### config.mk
export PLATFORM = sky130hd
export DESIGN_NAME = vna_ctrl
export DESIGN_NICKNAME = d
export VERILOG_FILES = /design/src/rtl/vna_pkg.sv /design/src/rtl/vna_ctrl.sv
export SDC_FILE = /design/constraint.sdc
export NUM_CORES = 1
export LEC_CHECK = 0
export BUFFER_PORTS_ARGS = -buffer_cell sky130_fd_sc_hd__clkbuf_2
export CAP_MARGIN = 0
export CORE_ASPECT_RATIO = 0.6
export CORE_MARGIN = 5
export CORE_UTILIZATION = 51
export DETAILED_ROUTE_END_ITERATION = 12
export PLACE_DENSITY = 0.81
export SETUP_SLACK_MARGIN = 0.4
export SYNTH_ARGS = -nofsm -noshare
export SYNTH_HDL_FRONTEND = slang
export SYNTH_SLANG_ARGS = --single-unit
### constraint.sdc
create_clock -name clk -period 2.6 [get_ports clk]
set_clock_uncertainty 0.1 [all_clocks]
set_input_delay 0.26 -clock clk [delete_from_list [all_inputs] [get_ports clk]]
set_output_delay 0.26 -clock clk [all_outputs]
set_load 0.02 [all_outputs]
### src/rtl/vna_pkg.sv
// shared types and constants of the vertex normal accumulator
package vna_pkg;

    localparam int IDX_W = 14;
    localparam int POS_W = 16;
    localparam int NRM_W = 16;
    localparam int ACC_W = 24;
    localparam int VEC_W = 35;

    localparam logic [1:0] OP_CLEAR = 2'd0;
    localparam logic [1:0] OP_WRITE = 2'd1;
    localparam logic [1:0] OP_TRI   = 2'd2;
    localparam logic [1:0] OP_READ  = 2'd3;

    localparam logic [1:0] CORNER_A = 2'd0;
    localparam logic [1:0] CORNER_B = 2'd1;
    localparam logic [1:0] CORNER_C = 2'd2;

    localparam logic NORM_SRC_CROSS = 1'b0;
    localparam logic NORM_SRC_SUM   = 1'b1;

    localparam logic [14:0] ONE_Q14 = 15'd16384;

    typedef struct packed {
        logic [1:0]              op;
        logic [IDX_W-1:0]        vertex_index;
        logic [IDX_W-1:0]        corner_a;
        logic [IDX_W-1:0]        corner_b;
        logic [IDX_W-1:0]        corner_c;
        logic signed [POS_W-1:0] pos_x;
        logic signed [POS_W-1:0] pos_y;
        logic signed [POS_W-1:0] pos_z;
    } item_t;

    typedef struct packed {
        logic signed [NRM_W-1:0] normal_x;
        logic signed [NRM_W-1:0] normal_y;
        logic signed [NRM_W-1:0] normal_z;
        logic                    saturated;
    } result_t;

    typedef struct packed {
        logic       capture;
        logic       clr_step;
        logic       pos_wr;
        logic       pos_rd;
        logic [1:0] pos_sel;
        logic       cap_en;
        logic [1:0] cap_sel;
        logic       edge_load;
        logic       cross_step;
        logic       norm_start;
        logic       norm_src;
        logic       acc_rd;
        logic       acc_wr;
        logic       sum_rd;
        logic       res_load;
    } dp_cmd_t;

    typedef struct packed {
        logic clr_last;
        logic tri_ok;
        logic cross_done;
        logic norm_done;
        logic norm_nonzero;
        logic acc_last;
    } dp_sts_t;

endpackage

### src/rtl/vna_ctrl.sv
// controller: sequences each transaction through the datapath
module vna_ctrl (
    input  logic             clk,
    input  logic             rst_n,
    input  logic             in_valid,
    input  logic [1:0]       in_op,
    output logic             in_ready,
    output logic             out_valid,
    input  logic             out_ready,
    output vna_pkg::dp_cmd_t cmd,
    input  vna_pkg::dp_sts_t sts
);

    typedef enum logic [16:0] {
        S_CLEAR = 17'b00000000000000001,
        S_IDLE  = 17'b00000000000000010,
        S_POSW  = 17'b00000000000000100,
        S_TRA   = 17'b00000000000001000,
        S_TRB   = 17'b00000000000010000,
        S_TRC   = 17'b00000000000100000,
        S_TRW   = 17'b00000000001000000,
        S_EDGE  = 17'b00000000010000000,
        S_CROSS = 17'b00000000100000000,
        S_TNORM = 17'b00000001000000000,
        S_TWAIT = 17'b00000010000000000,
        S_ACCR  = 17'b00000100000000000,
        S_ACCW  = 17'b00001000000000000,
        S_RRD   = 17'b00010000000000000,
        S_RNORM = 17'b00100000000000000,
        S_RWAIT = 17'b01000000000000000,
        S_RESP  = 17'b10000000000000000
    } ctrl_state_t;

    ctrl_state_t state_reg, state_next;
    logic        reply_reg, reply_next;
    logic        out_valid_reg, out_valid_next;

    always_comb
    begin
        state_next     = state_reg;
        reply_next     = reply_reg;
        out_valid_next = out_valid_reg && !out_ready;
        cmd            = '0;
        in_ready       = 1'b0;
        unique case (state_reg)
            S_CLEAR:
            begin
                cmd.clr_step = 1'b1;
                if (sts.clr_last)
                begin
                    state_next = reply_reg ? S_RESP : S_IDLE;
                    reply_next = 1'b0;
                end
            end
            S_IDLE:
            begin
                in_ready = 1'b1;
                if (in_valid)
                begin
                    cmd.capture = 1'b1;
                    unique case (in_op)
                        vna_pkg::OP_CLEAR:
                        begin
                            state_next = S_CLEAR;
                            reply_next = 1'b1;
                        end
                        vna_pkg::OP_WRITE: state_next = S_POSW;
                        vna_pkg::OP_TRI:   state_next = S_TRA;
                        default:           state_next = S_RRD;
                    endcase
                end
            end
            S_POSW:
            begin
                cmd.pos_wr = 1'b1;
                state_next = S_RESP;
            end
            S_TRA:
            begin
                if (sts.tri_ok)
                begin
                    cmd.pos_rd  = 1'b1;
                    cmd.pos_sel = vna_pkg::CORNER_A;
                    state_next  = S_TRB;
                end
                else
                begin
                    state_next = S_RESP;
                end
            end
            S_TRB:
            begin
                cmd.pos_rd  = 1'b1;
                cmd.pos_sel = vna_pkg::CORNER_B;
                cmd.cap_en  = 1'b1;
                cmd.cap_sel = vna_pkg::CORNER_A;
                state_next  = S_TRC;
            end
            S_TRC:
            begin
                cmd.pos_rd  = 1'b1;
                cmd.pos_sel = vna_pkg::CORNER_C;
                cmd.cap_en  = 1'b1;
                cmd.cap_sel = vna_pkg::CORNER_B;
                state_next  = S_TRW;
            end
            S_TRW:
            begin
                cmd.cap_en  = 1'b1;
                cmd.cap_sel = vna_pkg::CORNER_C;
                state_next  = S_EDGE;
            end
            S_EDGE:
            begin
                cmd.edge_load = 1'b1;
                state_next    = S_CROSS;
            end
            S_CROSS:
            begin
                cmd.cross_step = 1'b1;
                if (sts.cross_done)
                    state_next = S_TNORM;
            end
            S_TNORM:
            begin
                cmd.norm_start = 1'b1;
                cmd.norm_src   = vna_pkg::NORM_SRC_CROSS;
                state_next     = S_TWAIT;
            end
            S_TWAIT:
            begin
                if (sts.norm_done)
                    state_next = sts.norm_nonzero ? S_ACCR : S_RESP;
            end
            S_ACCR:
            begin
                cmd.acc_rd = 1'b1;
                state_next = S_ACCW;
            end
            S_ACCW:
            begin
                cmd.acc_wr = 1'b1;
                state_next = sts.acc_last ? S_RESP : S_ACCR;
            end
            S_RRD:
            begin
                cmd.sum_rd = 1'b1;
                state_next = S_RNORM;
            end
            S_RNORM:
            begin
                cmd.norm_start = 1'b1;
                cmd.norm_src   = vna_pkg::NORM_SRC_SUM;
                state_next     = S_RWAIT;
            end
            S_RWAIT:
            begin
                if (sts.norm_done)
                    state_next = S_RESP;
            end
            S_RESP:
            begin
                // load only once the output register is free
                if (!out_valid_reg || out_ready)
                begin
                    cmd.res_load   = 1'b1;
                    out_valid_next = 1'b1;
                    state_next     = S_IDLE;
                end
            end
            default:
            begin
                state_next = S_IDLE;
            end
        endcase
    end

    always_ff @(posedge clk or negedge rst_n)
    begin
        if (!rst_n)
        begin
            state_reg     <= S_CLEAR;
            reply_reg     <= 1'b0;
            out_valid_reg <= 1'b0;
        end
        else
        begin
            state_reg     <= state_next;
            reply_reg     <= reply_next;
            out_valid_reg <= out_valid_next;
        end
    end

    assign out_valid = out_valid_reg;

endmodule
; After elaboration in Yosys (flattened, before gate mapping)
; Index checks and enable logic that the tools add are counted.
[totals]
regBits = 19
inputBits = 12
ramBits = 0
latchBits = 0
mem_count = 0
mem_bits_ro = 0
[op_classes]
shifts = 0
mux = 34
n_eq_ne = 26
addsub = 0
bitwise = 0
n_reduce_logical = 8
div = 0
multipliers = 0
n_lt_le_gt_ge = 0
[op_table]
columns = cell, n
row1 = one-hot mux 17 bit (17 select lines), 1
row2 = two-way mux 17 bit, 10
row3 = one-hot mux 14 bit (3 select lines), 1
row4 = one-hot mux 3 bit (3 select lines), 2
row5 = "== test 17 x 1 -> 1 bit, second input constant", 1
row6 = "== test 17 x 10 -> 1 bit, second input constant", 1
row7 = "== test 17 x 11 -> 1 bit, second input constant", 1
row8 = "== test 17 x 12 -> 1 bit, second input constant", 1
row9 = "== test 17 x 13 -> 1 bit, second input constant", 1
row10 = "== test 17 x 14 -> 1 bit, second input constant", 1
row11 = "== test 17 x 15 -> 1 bit, second input constant", 1
row12 = "== test 17 x 16 -> 1 bit, second input constant", 1
row13 = "== test 17 bit, second input constant", 1
row14 = "== test 17 x 2 -> 1 bit, second input constant", 1
row15 = "== test 17 x 3 -> 1 bit, second input constant", 1
row16 = "== test 17 x 4 -> 1 bit, second input constant", 1
row17 = "== test 17 x 5 -> 1 bit, second input constant", 1
row18 = "== test 17 x 6 -> 1 bit, second input constant", 1
row19 = "== test 17 x 7 -> 1 bit, second input constant", 1
row20 = "== test 17 x 8 -> 1 bit, second input constant", 1
row21 = "== test 17 x 9 -> 1 bit, second input constant", 1
row22 = two-way mux 1 bit, 17
row23 = "!= test 2 bit, second input constant", 7
row24 = AND reduction 6 bit, 1
row25 = other kinds (11), 12

; Logic depth before layout (Yosys ltp)
; Gate-level depths: netlist of run 1.
[depth]
ltp_word = 4
mapped_depth = 7
ltp_nobuf = 6

; Worst setup path before layout of run 1
; Ideal clock, no wire load.
[synth_path]
kind = register to output
startpoint = register state_reg[14]
endpoint = output port cmd[9] (netlist name)
slack_ns = 0.434
t_required_ns = 2.240
n_path_buf = 0
arrival_time_ns = 1.806
path_stages_with_launch = 4
cell_sequence = dfrtp_1 nor4_4 nand3_1 nor4_1
[synth_rtl]
columns = item, line
row1 = start: declaration, vna_ctrl.sv:34  ; ctrl_state_t state_reg, state_next;
row2 = start signal: assignment, vna_ctrl.sv:188  ; state_reg <= state_next;
row3 = end: declaration, vna_ctrl.sv:10  ; output vna_pkg::dp_cmd_t cmd,

==> results of run 1 <==
## through the flow
stage	utilization, %	total power [mW]	setup WS (ns)
4_1_cts	76.8	1.35	0.296
3_3_place_gp	59.2	0.891	0.343
5_1_grt	84.0	1.64	0.148
6_report	84.0	1.60	0.211
3_5_place_dp	59.2	0.913	0.258
2_1_floorplan	-	0.768	0.434
## what timing repair did
action / 4_1_cts / 5_1_grt
hold buffers: 1 / 0
resized for setup: 49 / 45
cloned: 0 / 0
pin swaps: 15 / 15
buffers inserted: 32 / 12
setup endpoints to repair: 19 / 19
endpoints found under the hold margin: 18 / 0
## final timing paths
| path | from | to | cells after the start |
|---|---|---|---|
| min in group asynchronous | rst_n | state_reg[7] | 2 |
| setup / recovery | state_reg[12] | cmd[14] | 7 |
| hold / removal | sts[5] | reply_reg | 2 |
| setup reg to reg | state_reg[4] | state_reg[1] | 6 |
| max in group asynchronous | rst_n | state_reg[2] | 2 |
| hold reg to reg | reply_reg | reply_reg | 1 |
## layer usage
| metal | global-route usage, % | vias to the layer above | share of wire, % |
|---|---|---|---|
| met5 | 0 | - | 0 |
| met2 | 48.4 | 221 | 43 |
| met3 | 7.27 | 80 | 14 |
| li1 | - | 761 | - |
| met1 | 35.0 | 905 | 35 |
| met4 | 9.27 | 0 | 7.4 |
## power by group through the flow
stage / clock network [mW] / registers [mW] / logic, mW
3_5_place_dp: 0 / 0.386 / 0.527
5_1_grt: 0.246 / 0.397 / 1.00
3_3_place_gp: 0 / 0.380 / 0.512
4_1_cts: 0.224 / 0.385 / 0.738
2_1_floorplan: 0 / 0.359 / 0.409
6_report: 0.225 / 0.395 / 0.980
## worst register-to-register path, cell delays in order, from the launching register on
cell	delay [ns]
dfrtp_2	0.46
buf_4	0.19
xor2_1	0.17
o21ai_0	0.41
nor4_4	0.08
or4_1	0.55
a22oi_1	0.19
## cell type report
cell class,instances,area share [%]
inverters,5,0.893
multi-input cells,128,47.6
well taps,42,2.21
flip-flops and latches,19,20.7
repair buffers,79,26.8
clock buffers,4,1.89
## synthesized netlist by cell type (all sizes together) (2+ instances only)
cell and count:
nand2 8, or2 3, o32ai 2, nor4 14, nor2b 3, or3 3, and3b 5, o21ai 3
nand3 3, a21oi 2, or4 3, nor2 21, inv 5, buf 10, o21a 2, xor2 4
and4b 2, nor3 9, nor4b 5, nand2b 8, dfrtp 18, and3 3, nand4 5, nand4b 2
o22ai 2
## kinds of logic after synthesis
kind of cell | Yosys count
xor gates and xnor gates | 5
DFF | 19
AOI/OAI and AO/OA | 22
buffers and inverters | 15
and+or+nand+nor | 101
==> impl_metrics.tcl, run 1 <==
set metrics [dict create \
    ys_top_cells_by_area "dfrtp_1 30%, nor4_4 5.7%, nor2_1 5.3%" \
    holdWs_ns 0.0981 \
    synth_xor_area_share_pct 2.93 \
    drc 0 \
    syn_area_um2 1500 \
    crit_buf_inv 4 \
    tns_ns 0 \
    worst_pin_slew_ns 0.636 \
    min_period_ns 2.39 \
    cp_slowest_cell "dfrtp_2" \
    placed_area_um2 1680 \
    fin_cells 277 \
    layout-drive-gt1-share_pct 57.0 \
    crit_path_end_kind "output port" \
    path_cells "nor4_4 -> buf_6 -> buf_6 -> nand3_4 -> buf_4 -> nor3_2 -> clkbuf_4" \
    synth_fa_ha_area_share_pct 0 \
    seqCellArea_um2 492 \
    core_area_um2 2830 \
    ctsRootBufferMaster "clkbuf_8" \
    power_frac_seq_pct 24.7 \
    area_delta_synth_final_pct 59.1 \
    tritoncts "yes" \
    cts.htree.levels 1 \
    ys.flop_type "dfrtp_1" \
    die_area_um2 4150 \
    place_inst 228 \
    design_area_um2 2380 \
    grt.total_usage_pct 28.3 \
    initial_core_util_pct 52.8 \
    maxSlewHeadroom_pct 57.2 \
    antennaDiodeCount 0 \
    largest_reg_flops 17 \
    grt_overflow 0 \
    ant_nets 0 \
    hold_violations 0 \
    ys_seq_area_share_pct 31.9 \
    die_w_um 79.9 \
    nets 248 \
    multiInputGateArea_um2 1130 \
    r2r_slack_ns 0.35 \
    syn-num-nets 174 \
    synth.distinct_cells 53 \
    slowest_delay_ns 0.44 \
    critPathKind "register to output port" \
    slew_viol_final 0 \
    synth_compound_area_share_pct 12.3 \
    rsz0062_at_grt "yes" \
    power_density_nw_per_um2 672 \
    intPower_mw 0.874 \
    vias_per_cell 7.10 \
    ios 31 \
    combPwrFrac_pct 61.2 \
    clock_latency_ns 0.27 \
    antenna_found_initial 0 \
    gp_congestion 0.946 \
    worstSetupStartpointType "register" \
    swShare_pct 45.4 \
    drtPass1Iterations 7 \
    grt_pass1_vias 1767 \
    synthCells 162 \
    drv_cap 0 \
    io_buffers 30 \
    hold_path.class "input port to register" \
    required_ns 2.24 \
    drt_wl_total_mm 6.83 \
    final_common_cell "buf_4" \
    p_leak_nw 1.10 \
    synthSimpleGateAreaFrac_pct 48.2 \
    die_h_um 52.0 \
    synth_top_family_by_area "simple AND/OR/NAND/NOR gates" \
    power.switching_mw 0.727 \
    setup_viol 0 \
    fmax_ghz 0.419 \
    ir_worst_vdd_mv 0.537 \
    initialDrtViolationCount 281 \
    fill_cells 140 \
    power.share.clock_pct 14.1 \
    async_flop_share_pct 100 \
    layout_common_cells "49 x buf_4, 14 x nor2_1, 12 x clkbuf_2, 12 x dfrtp_2, 11 x buf_6" \
    cts_buffers 3 \
    dp_hpwl_mm 3.09 \
    period_share_pct 91.9 \
    post_drt_wl_per_cell_um 24.7 \
    path_max_fanout 6 \
    clock_path_buffers 2 \
    dr_total_vias 1967 \
    synth_top_area_cell "dfrtp_1" \
    yosys-mux-area-fraction_pct 0 \
    numClockSinks 19 \
    outcome "complete, no violations" \
    rows 15 \
    post_synth.cell_area_avg_um2 9.24 \
    synth_edf_count 0 \
    path_delay_family "buffers and inverters" \
    synth_top_area_share_pct 30.1 \
    path_clk_slew_ns 0.08 \
    worst_ep_arrival_time_ns 2.03 \
    cp_common_cell "buf_6" \
    grt_max_degree 20 \
    yosys_warnings 0 \
    ys_ff_latch 19 \
    grt_pass1_wl_mm 8.87 \
]
Note: power is estimated with default switching activity, not from simulation.
==> run 2, diff against run 1 <==
- PLACE_DENSITY: 0.81 -> 0.75
- REMOVE_ABC_BUFFERS: not set -> 1
==> run 2 against run 1 <==
First-iteration DRC count down 23%; wire length down 20%; total power down 13%; final cell count down 3.2%; critical path type unchanged; core utilization down 5.5 points; sequential power down 2%.
==> impl_metrics.tcl, run 2 (synthesized netlist as in run 1, its figures left out) <==
set metrics [dict create \
    min_period_ns 2.41 \
    setup_viol 0 \
    initialDrtViolationCount 216 \
    die_area_um2 4150 \
    combPwrFrac_pct 56.8 \
    clock_path_buffers 2 \
    drc 0 \
    clock_latency_ns 0.26 \
    layout_common_cells "42 x buf_4, 15 x nor2_1, 13 x clkbuf_2, 10 x dfrtp_1" \
    cts_buffers 3 \
    worstSetupStartpointType "register" \
    path_max_fanout 9 \
    fin_util_pct 78.5 \
    ant_nets 0 \
    power.switching_mw 0.621 \
    grt.total_usage_pct 25.8 \
    largest_reg_flops 17 \
    grt_pass1_vias 1575 \
    dr_total_vias 1699 \
    tritoncts "yes" \
    hold_violations 0 \
    ctsRootBufferMaster "clkbuf_8" \
    crit_path_end_kind "output port" \
    io_buffers 30 \
    worst_ep_arrival_time_ns 2.05 \
    required_ns 2.24 \
    holdWs_ns 0.111 \
    numClockSinks 19 \
    rsz0062_at_grt "yes" \
    slowest_delay_ns 0.62 \
    dp_hpwl_mm 3.25 \
    power_density_nw_per_um2 624 \
    cts.htree.levels 1 \
    rows 15 \
    worst_pin_slew_ns 0.621 \
    power_frac_seq_pct 27.9 \
    gp_congestion 0.934 \
    p_leak_nw 1.04 \
    hold_path.class "input port to register" \
    tns_ns 0 \
    antennaDiodeCount 0 \
    die_w_um 79.9 \
    antenna_found_initial 0 \
    core_area_um2 2830 \
    post_drt_wl_per_cell_um 20.4 \
    outcome "complete, no violations" \
    path_cells "nor4_1 -> nand4_1 -> nor3_2 -> clkbuf_4" \
    cp_slowest_cell "nor4_1" \
    nets 239 \
    layout-drive-gt1-share_pct 52.2 \
    ir_worst_vdd_mv 0.541 \
    drt_wl_total_mm 5.47 \
    intPower_mw 0.767 \
    period_share_pct 92.8 \
    swShare_pct 44.8 \
    slew_viol_final 0 \
    drv_cap 0 \
    path_clk_slew_ns 0.07 \
    grt_overflow 0 \
    critPathKind "register to output port" \
    power.share.clock_pct 15.2 \
    maxSlewHeadroom_pct 58.2 \
    grt_max_degree 20 \
    grt_pass1_wl_mm 8.16 \
    area_delta_synth_final_pct 48.7 \
    initial_core_util_pct 52.8 \
    drtPass1Iterations 5 \
    die_h_um 52.0 \
    fmax_ghz 0.414 \
    final_common_cell "buf_4" \
    ios 31 \
    vias_per_cell 6.34 \
]
-- run 2: changes by cell type in the layout (fill, tap and decap cells not counted), sizes merged --
cell	delta
buf	-11
clkbuf	+2
-- run 2: area by class of cell --
type,instances,area [µm²]
multi-input combinational,128,1080
fill,179,608
timing repair buffer,70,538
sequential,19,487
tap,42,52.6
clock buffer,4,45.0
inverter,5,18.8
-- run 2: repair_timing --
action | in CTS | in global routing
setup buffers | 24 | 9
gates resized for setup | 40 | 33
hold buffers | 1 | 0
hold endpoints to repair | 18 | 0
pin swaps | 14 | 11
setup endpoints to repair | 21 | 19
-- run 2: stage by stage --
stage | worst slack (ns) | power, mW | instances | cell area (µm²)
after global placement | 0.290 | 0.912 | 230 | 1690
after global routing | 0.108 | 1.45 | 268 | 2230
after CTS | 0.321 | 1.29 | 259 | 2090
after floorplan | 0.362 | 0.759 | 152 | 1440
final | 0.187 | 1.39 | 268 | 2230
after detailed placement | 0.183 | 0.920 | 230 | 1690
-- run 2: per-layer routing --
layer	global-route usage, %	up-vias	share of wire, %
met4	5.34	0	2.6
li1	-	743	-
met1	36.7	813	42
met5	0	-	0
met2	40.8	123	46
met3	5.02	20	9.2
-- run 2: critical path: cells and delay by family (launching register included) --
| kind | cells | cell delay (ns) |
|---|---|---|
| AND/OR/NAND/NOR | 3 | 1.09 |
| flip-flops | 1 | 0.51 |
| buffers and inverters | 1 | 0.19 |
-- run 2: worst paths after layout --
check | from | to | slack, ns | cells past startpoint
setup / recovery | state_reg[1] | cmd[4] | 0.19 | 4
hold / removal | sts[5] | reply_reg | 0.11 | 2
setup reg to reg | state_reg[10] | state_reg[1] | 0.32 | 8
hold reg to reg | reply_reg | reply_reg | 0.49 | 1
max in group asynchronous | rst_n | state_reg[11] | 1.62 | 2
min in group asynchronous | rst_n | state_reg[4] | 0.41 | 2
-- run 2: power by group through the flow --
stage	clock, mW	sequential, mW	combinational [mW]
floorplan	0	0.374	0.385
global placement	0	0.382	0.529
detailed placement	0	0.384	0.536
CTS	0.213	0.380	0.701
global route	0.231	0.391	0.833
finish	0.212	0.388	0.789
